## config.mk

```make
export PLATFORM = sky130hd
export DESIGN_NAME = bmp24_stream_decoder_unit
export DESIGN_NICKNAME = d
export VERILOG_FILES = /design/src/bmp24_pkg.sv /design/src/bmp24_stream_decoder_unit.sv
export VERILOG_INCLUDE_DIRS = /design/src /design/src/src
export SDC_FILE = /design/constraint.sdc
export NUM_CORES = 1
export LEC_CHECK = 0
export ABC_AREA = 0
export BUFFER_PORTS_ARGS = -buffer_cell sky130_fd_sc_hd__buf_2
export CORE_ASPECT_RATIO = 0.6
export CORE_MARGIN = 8
export CORE_UTILIZATION = 50
export DETAILED_ROUTE_END_ITERATION = 7
export PLACE_DENSITY = 0.65
export SETUP_SLACK_MARGIN = 0.3
export SLEW_MARGIN = 20
export SYNTH_ARGS = -nofsm -noshare
export SYNTH_HDL_FRONTEND = slang
export SYNTH_SLANG_ARGS = --single-unit
```

## constraint.sdc

```tcl
create_clock -name clk -period 10.4 [get_ports clk]
set_clock_uncertainty 0.1 [all_clocks]
set_input_delay 0.52 -clock clk [delete_from_list [all_inputs] [get_ports clk]]
set_output_delay 0.52 -clock clk [all_outputs]
set_load 0.01 [all_outputs]
```

## src/bmp24_stream_decoder_unit_macros.svh

```systemverilog
// ----------------------------------------------------------------------------
// Assertion macros for the BMP stream decoder
// Concurrent checks are sampled on clk and held off while arst_n is low.
// ----------------------------------------------------------------------------
`ifndef BMP24_STREAM_DECODER_UNIT_MACROS_SVH
`define BMP24_STREAM_DECODER_UNIT_MACROS_SVH

`ifndef SYNTH
// Same-cycle implication check.
`define BMP_ASSERT_NOW(lbl, ante, cons) \
	lbl: assert property (@(posedge clk) disable iff (!arst_n) (ante) |-> (cons)) \
		else $error("same-cycle check failed");
// Next-cycle implication check.
`define BMP_ASSERT_NEXT(lbl, ante, cons) \
	lbl: assert property (@(posedge clk) disable iff (!arst_n) (ante) |=> (cons)) \
		else $error("next-cycle check failed");
`else
`define BMP_ASSERT_NOW(lbl, ante, cons)
`define BMP_ASSERT_NEXT(lbl, ante, cons)
`endif

`endif

```

## src/bmp24_pkg.sv

```systemverilog
// ----------------------------------------------------------------------------
// BMP stream decoder package
// Shared widths, parameter defaults and status codes.
// ----------------------------------------------------------------------------
package bmp24_pkg;

	localparam int MAX_WIDTH_DEF  = 4096;
	localparam int MAX_HEIGHT_DEF = 4096;

	// Width of the row and column fields of a pixel result.
	localparam int POS_W = 12;

	localparam logic [2:0] ST_OK        = 3'd0;
	localparam logic [2:0] ST_BAD_SIG   = 3'd1;
	localparam logic [2:0] ST_BAD_HSIZE = 3'd2;
	localparam logic [2:0] ST_BAD_DEPTH = 3'd3;
	localparam logic [2:0] ST_COMPRESS  = 3'd4;
	localparam logic [2:0] ST_BAD_DIM   = 3'd5;

	localparam logic EV_PIXEL  = 1'b0;
	localparam logic EV_HEADER = 1'b1;

endpackage

```

## src/bmp24_stream_decoder_unit.sv

```systemverilog
// Order: an accepted byte is held in the input register, and its result, if any, is
// loaded into the result register when that register is empty or draining.
// Throughput: one byte per cycle while result_stall does not hold a pending result; the
// whole parse step for a byte fits between the input register and the result register.
// Reset: arst_n low clears the parser to idle and empties both registers at once.
// ----------------------------------------------------------------------------
// BMP 24-bit stream decoder
// Checks the 54-byte header of an uncompressed 24-bit BMP stream, reports a
// status result, then turns each BGR byte triple into an RGB pixel result and
// drops the row padding.
// ----------------------------------------------------------------------------
`include "bmp24_stream_decoder_unit_macros.svh"

module bmp24_stream_decoder_unit
	import bmp24_pkg::*;
#(
	parameter int MAX_WIDTH  = MAX_WIDTH_DEF,
	parameter int MAX_HEIGHT = MAX_HEIGHT_DEF
) (
	input  logic             clk,
	input  logic             arst_n,
	input  logic             byte_valid,
	output logic             byte_stall,
	input  logic [7:0]       data_byte,
	input  logic             start_of_file,
	output logic             result_valid,
	input  logic             result_stall,
	output logic             event_kind,
	output logic [2:0]       status_code,
	output logic             planes_warning,
	output logic [7:0]       red,
	output logic [7:0]       green,
	output logic [7:0]       blue,
	output logic [POS_W-1:0] pixel_row,
	output logic [POS_W-1:0] pixel_column,
	output logic             last_pixel
);

	localparam int WW = $clog2(MAX_WIDTH + 1);
	localparam int HW = $clog2(MAX_HEIGHT + 1);
	localparam int CW = POS_W + 1;

	localparam logic [1:0] PH_IDLE   = 2'd0;
	localparam logic [1:0] PH_HEADER = 2'd1;
	localparam logic [1:0] PH_PIXELS = 2'd2;
	localparam logic [1:0] PH_DONE   = 2'd3;

	// Header byte offsets at which a field is complete.
	localparam logic [5:0] OFS_SIG    = 6'd1;
	localparam logic [5:0] OFS_HSIZE  = 6'd17;
	localparam logic [5:0] OFS_WIDTH  = 6'd21;
	localparam logic [5:0] OFS_HEIGHT = 6'd25;
	localparam logic [5:0] OFS_PLANES = 6'd27;
	localparam logic [5:0] OFS_DEPTH  = 6'd29;
	localparam logic [5:0] OFS_COMPR  = 6'd33;
	localparam logic [5:0] OFS_LAST   = 6'd53;

	// Input register
	logic       valid_s1;
	logic [7:0] byte_s1;
	logic       sof_s1;

	// Parser state
	logic [1:0]       phase_q;
	logic [5:0]       idx_q;
	logic [31:0]      shift_q;
	logic [2:0]       stat_q;
	logic             plane_q;
	logic [WW-1:0]    width_q;
	logic [HW-1:0]    height_q;
	logic [1:0]       comp_q;
	logic [7:0]       blue_q;
	logic [7:0]       green_q;
	logic [POS_W-1:0] col_q;
	logic [POS_W-1:0] row_q;
	logic [1:0]       pad_q;

	logic [1:0]       phase_n;
	logic [5:0]       idx_n;
	logic [31:0]      shift_n;
	logic [2:0]       stat_n;
	logic             plane_n;
	logic [WW-1:0]    width_n;
	logic [HW-1:0]    height_n;
	logic [1:0]       comp_n;
	logic [7:0]       blue_n;
	logic [7:0]       green_n;
	logic [POS_W-1:0] col_n;
	logic [POS_W-1:0] row_n;
	logic [1:0]       pad_n;

	// Result of the current step
	logic             produce;
	logic             r_kind;
	logic [2:0]       r_status;
	logic             r_plane;
	logic [7:0]       r_red;
	logic [7:0]       r_green;
	logic [7:0]       r_blue;
	logic [POS_W-1:0] r_row;
	logic [POS_W-1:0] r_col;
	logic             r_last;

	logic [CW-1:0] col_inc;
	logic [CW-1:0] row_inc;
	logic          advance;

	// A registered byte moves on whenever the result slot is empty or draining.
	assign advance    = valid_s1 && (!result_valid || !result_stall);
	assign byte_stall = valid_s1 && !advance;

	assign col_inc = CW'(col_q) + CW'(1);
	assign row_inc = CW'(row_q) + CW'(1);

	always_comb begin
		phase_n  = phase_q;
		idx_n    = idx_q;
		shift_n  = shift_q;
		stat_n   = stat_q;
		plane_n  = plane_q;
		width_n  = width_q;
		height_n = height_q;
		comp_n   = comp_q;
		blue_n   = blue_q;
		green_n  = green_q;
		col_n    = col_q;
		row_n    = row_q;
		pad_n    = pad_q;

		produce  = 1'b0;
		r_kind   = EV_PIXEL;
		r_status = ST_OK;
		r_plane  = 1'b0;
		r_red    = '0;
		r_green  = '0;
		r_blue   = '0;
		r_row    = '0;
		r_col    = '0;
		r_last   = 1'b0;

		// A start byte wipes the previous file and is header byte zero.
		if (sof_s1) begin
			phase_n  = PH_HEADER;
			idx_n    = '0;
			shift_n  = '0;
			stat_n   = ST_OK;
			plane_n  = 1'b0;
			width_n  = '0;
			height_n = '0;
			comp_n   = '0;
			blue_n   = '0;
			green_n  = '0;
			col_n    = '0;
			row_n    = '0;
			pad_n    = '0;
		end

		case (phase_n)
			PH_HEADER: begin
				shift_n = {byte_s1, shift_n[31:8]};
				if (idx_n == OFS_SIG && shift_n[31:16] != 16'h4D42) begin
					if (stat_n == ST_OK) stat_n = ST_BAD_SIG;
				end else if (idx_n == OFS_HSIZE && shift_n != 32'd40) begin
					if (stat_n == ST_OK) stat_n = ST_BAD_HSIZE;
				end else if (idx_n == OFS_WIDTH) begin
					width_n = (shift_n >= 32'd1 && shift_n <= 32'(MAX_WIDTH))
						? WW'(shift_n) : '0;
				end else if (idx_n == OFS_HEIGHT) begin
					height_n = (shift_n >= 32'd1 && shift_n <= 32'(MAX_HEIGHT))
						? HW'(shift_n) : '0;
				end else if (idx_n == OFS_PLANES) begin
					plane_n = (shift_n[31:16] != 16'd1);
				end else if (idx_n == OFS_DEPTH && shift_n[31:16] != 16'd24) begin
					if (stat_n == ST_OK) stat_n = ST_BAD_DEPTH;
				end else if (idx_n == OFS_COMPR && shift_n != 32'd0) begin
					if (stat_n == ST_OK) stat_n = ST_COMPRESS;
				end

				if (idx_n < OFS_LAST) begin
					idx_n = idx_n + 6'd1;
				end else begin
					if ((width_n == '0 || height_n == '0) && stat_n == ST_OK)
						stat_n = ST_BAD_DIM;
					produce  = 1'b1;
					r_kind   = EV_HEADER;
					r_status = stat_n;
					r_plane  = plane_n;
					phase_n  = (stat_n == ST_OK) ? PH_PIXELS : PH_DONE;
					comp_n   = '0;
					col_n    = '0;
					row_n    = '0;
					pad_n    = '0;
				end
			end
			PH_PIXELS: begin
				if (pad_n != 2'd0) begin
					pad_n = pad_n - 2'd1;
				end else if (comp_n == 2'd0) begin
					blue_n = byte_s1;
					comp_n = 2'd1;
				end else if (comp_n == 2'd1) begin
					green_n = byte_s1;
					comp_n  = 2'd2;
				end else begin
					produce = 1'b1;
					r_kind  = EV_PIXEL;
					r_red   = byte_s1;
					r_green = green_q;
					r_blue  = blue_q;
					r_row   = row_q;
					r_col   = col_q;
					r_last  = (row_inc == CW'(height_q)) && (col_inc == CW'(width_q));
					comp_n  = 2'd0;
					if (r_last) begin
						phase_n = PH_DONE;
					end else if (col_inc >= CW'(width_q)) begin
						col_n = '0;
						row_n = POS_W'(row_inc);
						// Row bytes are 3*width, so the pad to a multiple of 4 is width mod 4.
						pad_n = 2'(width_q);
					end else begin
						col_n = POS_W'(col_inc);
					end
				end
			end
			default: begin
			end
		endcase
	end

	always_ff @(posedge clk or negedge arst_n) begin
		if (!arst_n) begin
			valid_s1 <= 1'b0;
		end else if (!byte_stall) begin
			valid_s1 <= byte_valid;
		end
	end

	always_ff @(posedge clk) begin
		if (!byte_stall) begin
			byte_s1 <= data_byte;
			sof_s1  <= start_of_file;
		end
	end

	always_ff @(posedge clk or negedge arst_n) begin
		if (!arst_n) begin
			phase_q  <= PH_IDLE;
			idx_q    <= '0;
			shift_q  <= '0;
			stat_q   <= ST_OK;
			plane_q  <= 1'b0;
			width_q  <= '0;
			height_q <= '0;
			comp_q   <= '0;
			blue_q   <= '0;
			green_q  <= '0;
			col_q    <= '0;
			row_q    <= '0;
			pad_q    <= '0;
		end else if (advance) begin
			phase_q  <= phase_n;
			idx_q    <= idx_n;
			shift_q  <= shift_n;
			stat_q   <= stat_n;
			plane_q  <= plane_n;
			width_q  <= width_n;
			height_q <= height_n;
			comp_q   <= comp_n;
			blue_q   <= blue_n;
			green_q  <= green_n;
			col_q    <= col_n;
			row_q    <= row_n;
			pad_q    <= pad_n;
		end
	end

	always_ff @(posedge clk or negedge arst_n) begin
		if (!arst_n) begin
			result_valid <= 1'b0;
		end else if (advance) begin
			result_valid <= produce;
		end else if (!result_stall) begin
			result_valid <= 1'b0;
		end
	end

	always_ff @(posedge clk) begin
		if (advance && produce) begin
			event_kind     <= r_kind;
			status_code    <= r_status;
			planes_warning <= r_plane;
			red            <= r_red;
			green          <= r_green;
			blue           <= r_blue;
			pixel_row      <= r_row;
			pixel_column   <= r_col;
			last_pixel     <= r_last;
		end
	end

	`BMP_ASSERT_NOW(a_pixel_clean, result_valid && event_kind == EV_PIXEL, status_code == ST_OK && !planes_warning)
	`BMP_ASSERT_NEXT(a_last_ends, advance && produce && r_kind == EV_PIXEL && r_last, phase_q == PH_DONE)
	`BMP_ASSERT_NEXT(a_hdr_ok_pixels, advance && produce && r_kind == EV_HEADER && r_status == ST_OK, phase_q == PH_PIXELS)
	`BMP_ASSERT_NOW(a_col_in_range, phase_q == PH_PIXELS, CW'(col_q) < CW'(width_q))

endmodule
```

==> results.py, run 1 <==
metrics = {
    "grt": {
        "grtUsageTotal_pct": 21.6,
        "grt_pass1_vias": 6690,
        "grt_antenna_before_repair": 0,
        "grt_max_degree": 67,
        "grt_first_pass_wirelength_um": 38300,
        "grt-ovfl-total": 0,
    },
    "sta": {
        "finalSetupTns_ns": 0,
        "max_freq_ghz": 0.205,
        "slew_viol_final": 0,
        "setup_viol": 0,
        "finalCritPeriodShare_pct": 47.0,
        "holdWs_ns": -0.0128,
        "maxSlewHeadroom_pct": 32.9,
        "worst_slew_pin_slew_ns": 1.00,
        "rsz0062_at_grt": "false",
        "period_needed_ns": 4.89,
        "hold_viol_final": 9,
    },
    "floorplan": {
        "row_count": 37,
        "fp.dieArea_um2": 22100,
        "start_util_pct": 51.1,
        "fp.coreArea_um2": 17100,
        "die_h_um": 118,
        "ioPinCount": 69,
        "fp.dieW_um": 187,
    },
    "clock_network": {
        "cts-resized-gates": 0,
        "clkLatencyLatePin_ns": 0.45,
        "postCtsSetupBuffers": 0,
        "hold_buffers": 0,
        "cts.sinks": 171,
        "cts_tree": "yes",
        "clk_pin_slew_ns": 0.07,
        "cts_inserted_buffers": 17,
        "cts_buffer_depth": 2,
        "cts_root_buffer": "clkbuf_16",
        "ctsHtreeMaxLevel": 4,
    },
    "cells_and_area": {
        "register_area_um2": 4590,
        "area_growth_pct": 12.5,
        "layout-drive-gt1-share_pct": 14.3,
        "fillers": 1447,
        "design_area_um2": 9840,
        "antenna_cells": 0,
        "layout.nets": 934,
        "multi_input_area_um2": 3820,
    },
    "yosys": {
        "synth-async-reset-ratio_pct": 63.2,
        "synth_edf_count": 63,
        "ys_ff_latch": 171,
        "ys.flop_type": "dfrtp_1",
        "synth_area_per_cell_um2": 10.2,
        "synth_area_um2": 8750,
        "seq_area_frac_synth_pct": 52.5,
        "netlist_instances": 856,
        "yosysWarnings": 0,
        "syn_nets": 889,
        "synth_cell_types": 77,
    },
    "pwr": {
        "peakVddDrop_mv": 0.0718,
        "p_leak_nw": 4.19,
        "p_per_area_nw_per_um2": 155,
    },
    "worst_setup_path": {
        "start_kind": "register",
        "arrival_ns": 5.13,
        "cp.required_ns": 10.64,
        "endpoint_kind": "register",
        "crit_type": "reg2reg",
        "worstPathMaxFanout": 13,
    },
    "route": {
        "drc": 0,
        "via_per_inst": 6.23,
        "ant_nets": 0,
        "post_drt_wl_per_cell_um": 21.3,
        "wl_um": 24400,
        "drt_iter0_drc": 770,
        "drt_first_pass_iters": 5,
        "vias": 7157,
    },
    "placement": {
        "port_buffers": 68,
        "post-dp-hpwl_um": 17100,
        "gp_congestion": 0.881,
        "post_dp_cell_area_um2": 9230,
    },
    "status": {
        "violations": "hold timing",
        "status": "finished with violations",
    },
    "flow_run": {
        "cap_viol_max_count": 0,
    },
    "min_path": {
        "min_path_type": "in2async",
    },
}
## critical path, cell delays in order (launching register included)
cell and delay, ns:
dfrtp_1 0.44, ha_1 0.25, nand3_1 0.13, nor2_1 0.28
and3_1 0.29, and3_1 0.27, xor2_1 0.11, ha_1 0.34
nand4_1 0.18, nor4_1 0.50, nand4_1 0.15, nor2_1 0.13
nand4_2 0.36, a31oi_1 0.94, o21ai_0 0.20, o21ai_0 0.12
## where the power goes
group | internal (W) | switching (W)
Clock | 0.000327 | 0.000319
Sequential | 0.000718 | 0.0000420
Combinational | 0.0000427 | 0.0000787
Total | 0.00109 | 0.000440
## stage by stage
stage	instances	setup slack (ns)	util, %	power [W]
3_5_place_dp	1116	5.65	53.9	0.000890
6_report	1148	5.51	57.5	0.00153
2_1_floorplan	856	3.67	-	0.000843
4_1_cts	1148	5.62	57.5	0.00153
5_1_grt	1148	5.18	57.5	0.00158
3_3_place_gp	1116	5.85	53.9	0.000885
## logic make-up (layout without fill, tap and decap cells)
family | Yosys count | after routing | share of synthesized area [%]
fa+ha+maj | 20 | 20 | 2.86
xor+xnor | 26 | 26 | 2.60
flops | 171 | 171 | 52.5
compound gates | 213 | 213 | 16.1
simple gates | 337 | 337 | 21.2
buf+inv | 83 | 141 | 4.06
mux | 6 | 6 | 0.701
## layer usage
layer	GRT usage, %	up-vias	wire [um]
li1	-	3268	-
met1	33.1	3552	12000
met2	29.5	303	10100
met3	5.26	34	2010
met4	6.52	0	369
met5	0	-	0
## synth_stat cells (all sizes together), types with 5 or more instances
cell / number / area (um^2)
o211ai: 7 / 52.6
xor2: 13 / 114
o31ai: 5 / 37.5
nand3b: 5 / 37.5
xnor2: 13 / 114
or4: 5 / 41.3
buf: 18 / 111
a22o: 38 / 333
o21ai: 68 / 340
and3: 72 / 450
nor2b: 8 / 50.1
dfrtp: 108 / 2700
and4: 5 / 43.8
nor3: 15 / 95.1
clkbuf: 32 / 120
nor2: 47 / 191
nor4: 12 / 90.1
nand4: 20 / 153
edfxtp: 63 / 1890
inv: 32 / 120
nand2b: 11 / 68.8
a31oi: 6 / 37.5
mux2i: 5 / 50.1
a21oi: 46 / 234
nand3: 26 / 140
nand2: 94 / 353
ha: 20 / 250
a41oi: 6 / 52.6
## worst paths after layout
check | cells past startpoint | slack (ns) | start | to
max | 15 | 5.51 | col_q[0]$_DFFE_PN0P_ | col_q[2]$_DFFE_PN0P_
min | 1 | -0.01 | arst_n | col_q[8]$_DFFE_PN0P_
max reg2reg | 15 | 5.51 | col_q[0]$_DFFE_PN0P_ | col_q[2]$_DFFE_PN0P_
min reg2reg | 2 | 0.40 | green_q[2]$_DFFE_PN0P_ | green_q[2]$_DFFE_PN0P_
max in group asynchronous | 2 | 8.94 | arst_n | phase_q[1]$_DFFE_PN0P_
min in group clk | 1 | 0.15 | data_byte[4] | byte_s1[4]$_DFFE_PN_
## area by class of cell
| type | count | area share [%] |
|---|---|---|
| Clock buffer | 17 | 4.32 |
| Tap cell | 234 | 2.97 |
| Multi-Input combinational cell | 602 | 38.8 |
| Inverter | 33 | 1.26 |
| Timing Repair Buffer | 76 | 4.09 |
| Sequential cell | 171 | 46.7 |
| Clock inverter | 15 | 1.89 |
## cell usage in the layout (no fill, tap or decap), types with 3 or more instances in the layout
master     instances
ha_1              20
a22o_1            38
inv_1             31
o21ai_1           19
a31oi_1            6
buf_4              9
and2_1             3
dfrtp_1          108
a211oi_1           3
nor2b_1            8
clkinv_8           6
clkbuf_16         17
inv_8              4
a41oi_1            6
nor2_1            44
o31ai_1            5
mux2i_1            5
o22ai_1            4
xor2_1            13
and4_1             5
o21ai_0           49
or3_1              3
nand4_1           17
xnor2_1           13
nand3_1           24
inv_6              4
nor4_1            11
o211ai_1           7
nand3b_1           5
nand2b_1          11
or4_1              4
buf_2             67
a21oi_1           45
edfxtp_1          63
o211a_1            3
and3_1            72
nand2_1           94
nor3_2             4
nor3_1            11
## state kept, by name, indices dropped and copies added, names as in the netlist, 12 cells and up
name,count
shift_q,24
height_q,13
width_q,13
col_q,12
pixel_column,12
pixel_row,12
row_q,12
(Power assumes the default switching activity.)
==> run 2, diff against run 1 <==
Clock period 10.4 ns to 5.12 ns, I/O delays scaled along.
==> run 2 against run 1 <==
The run now ends clean; final cell count increased by 1.2%; sequential share of layout area shrank 0.66 points; fmax grew 15%; clock-buffer cell count unchanged; worst hold slack improved by 0.35 ns; setup slack worse by 4.6 ns; wire length decreased by 1.2%; total power increased by 100%; cell area grew 1.4%; critical endpoint is now row_q[9]$_DFFE_PN0P_; largest power group unchanged.
==> results.py, run 2 (synthesized netlist as in run 1, its figures left out) <==
metrics = {
    "status": {
        "status": "completed",
    },
    "grt": {
        "grtUsageTotal_pct": 21.6,
        "grt_first_pass_wirelength_um": 38300,
        "grt-ovfl-total": 0,
        "grt_antenna_before_repair": 1,
        "grt_pass1_vias": 6656,
        "grt_max_degree": 87,
    },
    "sta": {
        "slew_viol_final": 0,
        "maxSlewHeadroom_pct": 35.6,
        "max_freq_ghz": 0.235,
        "hold_viol_final": 0,
        "setup_viol": 0,
        "finalSetupTns_ns": 0,
        "finalCritPeriodShare_pct": 83.0,
        "rsz0062_at_grt": "false",
        "worst_slew_pin_slew_ns": 0.959,
        "period_needed_ns": 4.25,
    },
    "route": {
        "drt_first_pass_iters": 5,
        "ant_nets": 0,
        "wl_um": 24100,
        "vias": 7214,
        "drt_iter0_drc": 717,
        "drc": 0,
        "via_per_inst": 6.21,
        "post_drt_wl_per_cell_um": 20.8,
    },
    "cells_and_area": {
        "regMostFlops": "shift_q",
        "design_area_um2": 9980,
        "antenna_cells": 0,
        "area_growth_pct": 14.1,
        "fillers": 1486,
        "reg_top3": "shift_q (24), height_q (13), width_q (13)",
        "layout_commonest_cell": "dfrtp_1",
        "layout-drive-gt1-share_pct": 14.3,
        "largest_reg_flops": 24,
        "layout.nets": 948,
        "layout_common_cells": "dfrtp_1, nand2_1, and3_1, buf_2, edfxtp_1",
    },
    "floorplan": {
        "ioPinCount": 69,
        "die_h_um": 118,
        "start_util_pct": 51.1,
        "fp.dieW_um": 187,
        "fp.dieArea_um2": 22100,
        "row_count": 37,
        "fp.coreArea_um2": 17100,
    },
    "clock_network": {
        "cts_inserted_buffers": 17,
        "cts-resized-gates": 0,
        "cts.sinks": 171,
        "clkLatencyLatePin_ns": 0.44,
        "ctsHtreeMaxLevel": 4,
        "clk_pin_slew_ns": 0.08,
        "postCtsSetupBuffers": 0,
        "cts_tree": "yes",
        "cts_root_buffer": "clkbuf_16",
        "cts_buffer_depth": 2,
    },
    "worst_setup_path": {
        "reg2reg_from": "col_q[0]$_DFFE_PN0P_",
        "worstPathMaxFanout": 9,
        "crit_type": "reg2reg",
        "start_kind": "register",
        "endpoint_kind": "register",
        "r2r-end": "row_q[9]$_DFFE_PN0P_",
        "cp.required_ns": 5.40,
        "rr_worst_depth": 14,
        "arrival_ns": 4.53,
        "rrSetupSlack_ns": 0.87,
    },
    "flow_run": {
        "cap_viol_max_count": 0,
    },
    "placement": {
        "post_dp_cell_area_um2": 9250,
        "post-dp-hpwl_um": 17300,
        "port_buffers": 68,
        "gp_congestion": 0.955,
    },
    "pwr": {
        "p_per_area_nw_per_um2": 312,
        "peakVddDrop_mv": 0.225,
        "p_leak_nw": 4.66,
    },
    "min_path": {
        "min_path_type": "in2async",
    },
}
-- run 2: cell types whose count changed in the layout (fill, tap and decap cells not counted) --
cell           delta
inv_6             -2
dlygate4sd3_1    +12
clkinv_4          +1
inv_8             +1
buf_4             +1
buf_6             +1
-- run 2: area by class of cell --
type,instances,area (um^2),area share [%]
Clock buffer,17,425,4.26
Clock inverter,15,189,1.89
Inverter,33,124,1.24
Multi-Input combinational cell,602,3820,38.2
Sequential cell,171,4590,46.0
Tap cell,234,293,2.93
Timing Repair Buffer,90,542,5.43
-- run 2: critical path, stage by stage, from the launching register on --
cell	delay (ns)
dfrtp_1	0.43
ha_1	0.26
nand3_1	0.14
nor2_1	0.28
and3_1	0.27
and3_1	0.25
xor2_1	0.09
ha_1	0.32
nand4_1	0.18
nor4_1	0.44
nor2_1	0.24
nand2_1	0.36
nand3_2	0.20
or4b_1	0.53
nand3_1	0.10
-- run 2: how the worst max path moves through the flow --
stage | start | endpoint | slack [ns] | cells past startpoint
after global placement | col_q[0]$_DFFE_PN0P_ | row_q[0]$_DFFE_PN0P_ | 1.12 | 14
after detailed placement | col_q[0]$_DFFE_PN0P_ | col_q[2]$_DFFE_PN0P_ | 1.01 | 16
final | col_q[0]$_DFFE_PN0P_ | row_q[9]$_DFFE_PN0P_ | 0.87 | 14
after floorplan | sof_s1$_DFFE_PN_ | blue[0]$_SDFFCE_PP0P_ | 0.91 | 10
after CTS | col_q[0]$_DFFE_PN0P_ | col_q[2]$_DFFE_PN0P_ | 0.97 | 16
after global routing | col_q[0]$_DFFE_PN0P_ | col_q[2]$_DFFE_PN0P_ | 0.51 | 16
-- run 2: where the power goes --
part,switching [W],internal (W),leakage [nW]
Combinational,0.000164,0.0000936,2.17
Clock,0.000640,0.000666,0.298
Sequential,0.0000921,0.00146,2.19
-- run 2: metrics by stage --
step	util [%]	setup slack [ns]	hold WS (ns)	instances	total power (W)
6_report	58.3	0.871	0.332	1162	0.00311
5_1_grt	58.3	0.515	0.406	1162	0.00322
4_1_cts	58.3	0.968	0.394	1162	0.00312
3_5_place_dp	54.0	1.01	0.335	1118	0.00182
3_3_place_gp	54.0	1.12	0.332	1118	0.00182
2_1_floorplan	-	0.912	-0.140	856	0.00171
-- run 2: repair_timing --
item | 4_1_cts | 5_1_grt
hold buffers | 12 | 0
endpoints found under the setup margin | 0 | 0
hold endpoints to repair | 96 | 0
-- run 2: routing by layer --
metal  track usage, %  up-vias  share of wire [%]
li1                 -     3293                  -
met1             33.6     3624                 50
met5                0        -                  0
met4             4.79        0               0.72
met3             6.43       18                8.8
met2             28.7      279                 40
==> run 3, diff against run 2 <==
Settings changed: ABC_AREA 0 to 1.
Clock period 5.12 ns to 4.1 ns, I/O delays scaled along.
==> run 3 against run 2 <==
Setup slack lost 0.54 ns; sequential share of layout area shrank 8.3 points; synthesized cell count grew 69%; largest power group unchanged.
==> results.py, run 3 <==
metrics = {
    "floorplan": {
        "fp.dieW_um": 204,
        "start_util_pct": 50.6,
        "row_count": 41,
        "ioPinCount": 69,
        "die_h_um": 129,
        "fp.dieArea_um2": 26200,
        "fp.coreArea_um2": 20900,
    },
    "grt": {
        "grt_first_pass_wirelength_um": 50800,
        "grt_pass1_vias": 9361,
        "grtUsageTotal_pct": 24.5,
        "grt-ovfl-total": 0,
        "grt_max_degree": 86,
        "grt_antenna_before_repair": 1,
    },
    "sta": {
        "slew_viol_final": 0,
        "setup_viol": 0,
        "period_needed_ns": 3.77,
        "worst_slew_pin_slew_ns": 0.824,
        "finalCritPeriodShare_pct": 91.8,
        "finalSetupTns_ns": 0,
        "hold_viol_final": 0,
        "max_freq_ghz": 0.266,
        "maxSlewHeadroom_pct": 44.9,
        "rsz0062_at_grt": "true",
    },
    "yosys": {
        "syn_nets": 1483,
        "ys_ff_latch": 171,
        "synth_area_leaders": "dfrtp_1, edfxtp_1, nand2_1, nor2_1, inv_1",
        "netlist_instances": 1450,
        "synth_area_um2": 10600,
        "yosysWarnings": 0,
        "synth_top_cell_by_area": "dfrtp_1",
        "synth_most_common_cell": "nand2_1",
        "ys.flop_type": "dfrtp_1",
        "synth-async-reset-ratio_pct": 63.2,
        "synth_area_per_cell_um2": 7.29,
        "synthTopCellsByCount": "nand2_1, nor2_1, inv_1, o21ai_0, dfrtp_1",
        "seq_area_frac_synth_pct": 43.5,
        "synth_edf_count": 63,
        "synth_cell_types": 50,
        "yosys.area.top_type_share_pct": 25.6,
    },
    "worst_setup_path": {
        "arrival_ns": 4.04,
        "start_kind": "register",
        "max_stage_delay_ns": 0.42,
        "critPathSlowestCell": "dfrtp_2",
        "rrSetupSlack_ns": 0.33,
        "crit_type": "reg2reg",
        "rr_worst_depth": 24,
        "worstPathMaxFanout": 5,
        "cp_cell_sequence": "buf_6 > ha_2 > nand3_2 > nor3_2 > nand3_1 > nor2_1 > nand2_1 > xor2_2 > ha_1 > nand2_2 > inv_2 > nand3_2 > nor3_2 > nand2_1 > nor2_1 > nand3_1 > nor2_4 > buf_6 > nand3_4 > nand3b_1 > nand3_1 > nand2_1 > nand2_2 > a21oi_2",
        "cp.required_ns": 4.37,
        "endpoint_kind": "register",
    },
    "route": {
        "drt_iter0_drc": 1158,
        "drc": 0,
        "wl_um": 32300,
        "via_per_inst": 5.60,
        "drt_first_pass_iters": 5,
        "vias": 10125,
        "ant_nets": 0,
        "post_drt_wl_per_cell_um": 17.9,
    },
    "cells_and_area": {
        "reg_top3": "shift_q (24), height_q (13), width_q (13)",
        "layout_common_cells": "nand2_1, nor2_1, inv_1, o21ai_0, dfrtp_1",
        "multi_input_area_um2": 5170,
        "register_area_um2": 4600,
        "fillers": 1987,
        "antenna_cells": 0,
        "largest_reg_flops": 24,
        "layout.nets": 1549,
        "layout_commonest_cell": "nand2_1",
        "layout.cells.non_filler": 1808,
        "regMostFlops": "shift_q",
        "layout-drive-gt1-share_pct": 12.9,
        "area_growth_pct": 15.2,
    },
    "flow_run": {
        "cap_viol_max_count": 0,
    },
    "pwr": {
        "p_per_area_nw_per_um2": 461,
        "sequentialPowerShare_pct": 37.9,
        "p_leak_nw": 5.46,
        "pwr-share-clk_pct": 30.7,
        "totalPowerFinal_w": 0.00561,
        "intPower_w": 0.00339,
        "pwr-share-comb_pct": 31.4,
        "peakVddDrop_mv": 0.337,
        "p_sw_share_pct": 39.6,
        "p_sw_w": 0.00222,
    },
    "clock_network": {
        "clk_pin_slew_ns": 0.08,
        "clkLatencyLatePin_ns": 0.45,
        "cts_tree": "yes",
        "cts_buffer_depth": 2,
        "cts_inserted_buffers": 17,
        "ctsHtreeMaxLevel": 4,
        "cts.sinks": 171,
        "cts_root_buffer": "clkbuf_16",
    },
    "placement": {
        "post-dp-hpwl_um": 22300,
        "dp_cells": 1751,
        "gp_congestion": 0.926,
        "port_buffers": 68,
    },
    "min_path": {
        "min_path_type": "in2async",
    },
    "status": {
        "status": "completed",
    },
}
==> run 3: worst max-delay path, delay by kind of cell, from the launching register on <==
family	cells	cell delay [ns]
fa+ha+maj	2	0.51
simple gates	17	2.08
compound gates	1	0.12
xor+xnor	1	0.17
flops	1	0.42
buf+inv	3	0.30
==> run 3: cell type report <==
cell class | instances | area share [%]
clock buffer | 17 | 3.50
tap | 279 | 2.87
inverter | 188 | 5.82
multi-input combinational | 1028 | 42.5
timing repair buffer | 110 | 5.92
clock inverter | 15 | 1.65
sequential | 171 | 37.8
==> run 3: path summary, 6_finish.rpt <==
path	from	endpoint
setup / recovery	col_q[0]$_DFFE_PN0P_	row_q[10]$_DFFE_PN0P_
hold reg to reg	stat_q[0]$_DFFE_PN0P_	stat_q[0]$_DFFE_PN0P_
setup reg to reg	col_q[0]$_DFFE_PN0P_	row_q[10]$_DFFE_PN0P_
min in group clk	data_byte[6]	byte_s1[6]$_DFFE_PN_
hold / removal	arst_n	stat_q[1]$_DFFE_PN0P_
max in group asynchronous	arst_n	col_q[0]$_DFFE_PN0P_
==> run 3: routing by layer <==
layer	track usage [%]	part of all wire, %
met1	36.3	48
met2	35.1	41
met3	6.25	8.8
met4	5.99	1.7
met5	0	0.031
==> run 3: kinds of logic (layout without fill, tap and decap cells) <==
group | after synthesis | after routing | synth area share [%]
multiplexers | 1 | 1 | 0.0947
buffers and inverters | 253 | 330 | 9.63
AND/OR/NAND/NOR | 703 | 705 | 28.2
flip-flops | 171 | 171 | 43.5
adder cells (fa/ha/maj) | 20 | 20 | 2.37
XOR/XNOR | 21 | 21 | 1.81
AO/OA/AOI/OAI | 281 | 281 | 14.5
==> run 3: timing repair <==
item	4_1_cts	5_1_grt
pin swaps	0	13
hold endpoints to repair	52	0
hold buffers	12	0
resized for setup	7	35
setup buffers	0	11
cloned	1	1
endpoints found under the setup margin	29	29
==> run 3: metrics by stage <==
step | instance area [um^2] | hold slack, ns | utilization, % | worst slack [ns]
2_1_floorplan | 10600 | -0.191 | - | 0.634
3_3_place_gp | 11100 | 0.147 | 53.3 | 0.286
3_5_place_dp | 11100 | 0.152 | 53.3 | 0.121
4_1_cts | 11900 | 0.209 | 57.1 | 0.323
5_1_grt | 12200 | 0.231 | 58.3 | 0.130
6_report | 12200 | 0.190 | 58.3 | 0.335
==> run 3: power groups by stage <==
stage	logic, W	clock network, W	registers (W)
2_1_floorplan	0.00120	0	0.00210
4_1_cts	0.00165	0.00174	0.00212
6_report	0.00176	0.00172	0.00213
5_1_grt	0.00197	0.00181	0.00215
3_5_place_dp	0.00161	0	0.00215
3_3_place_gp	0.00160	0	0.00215
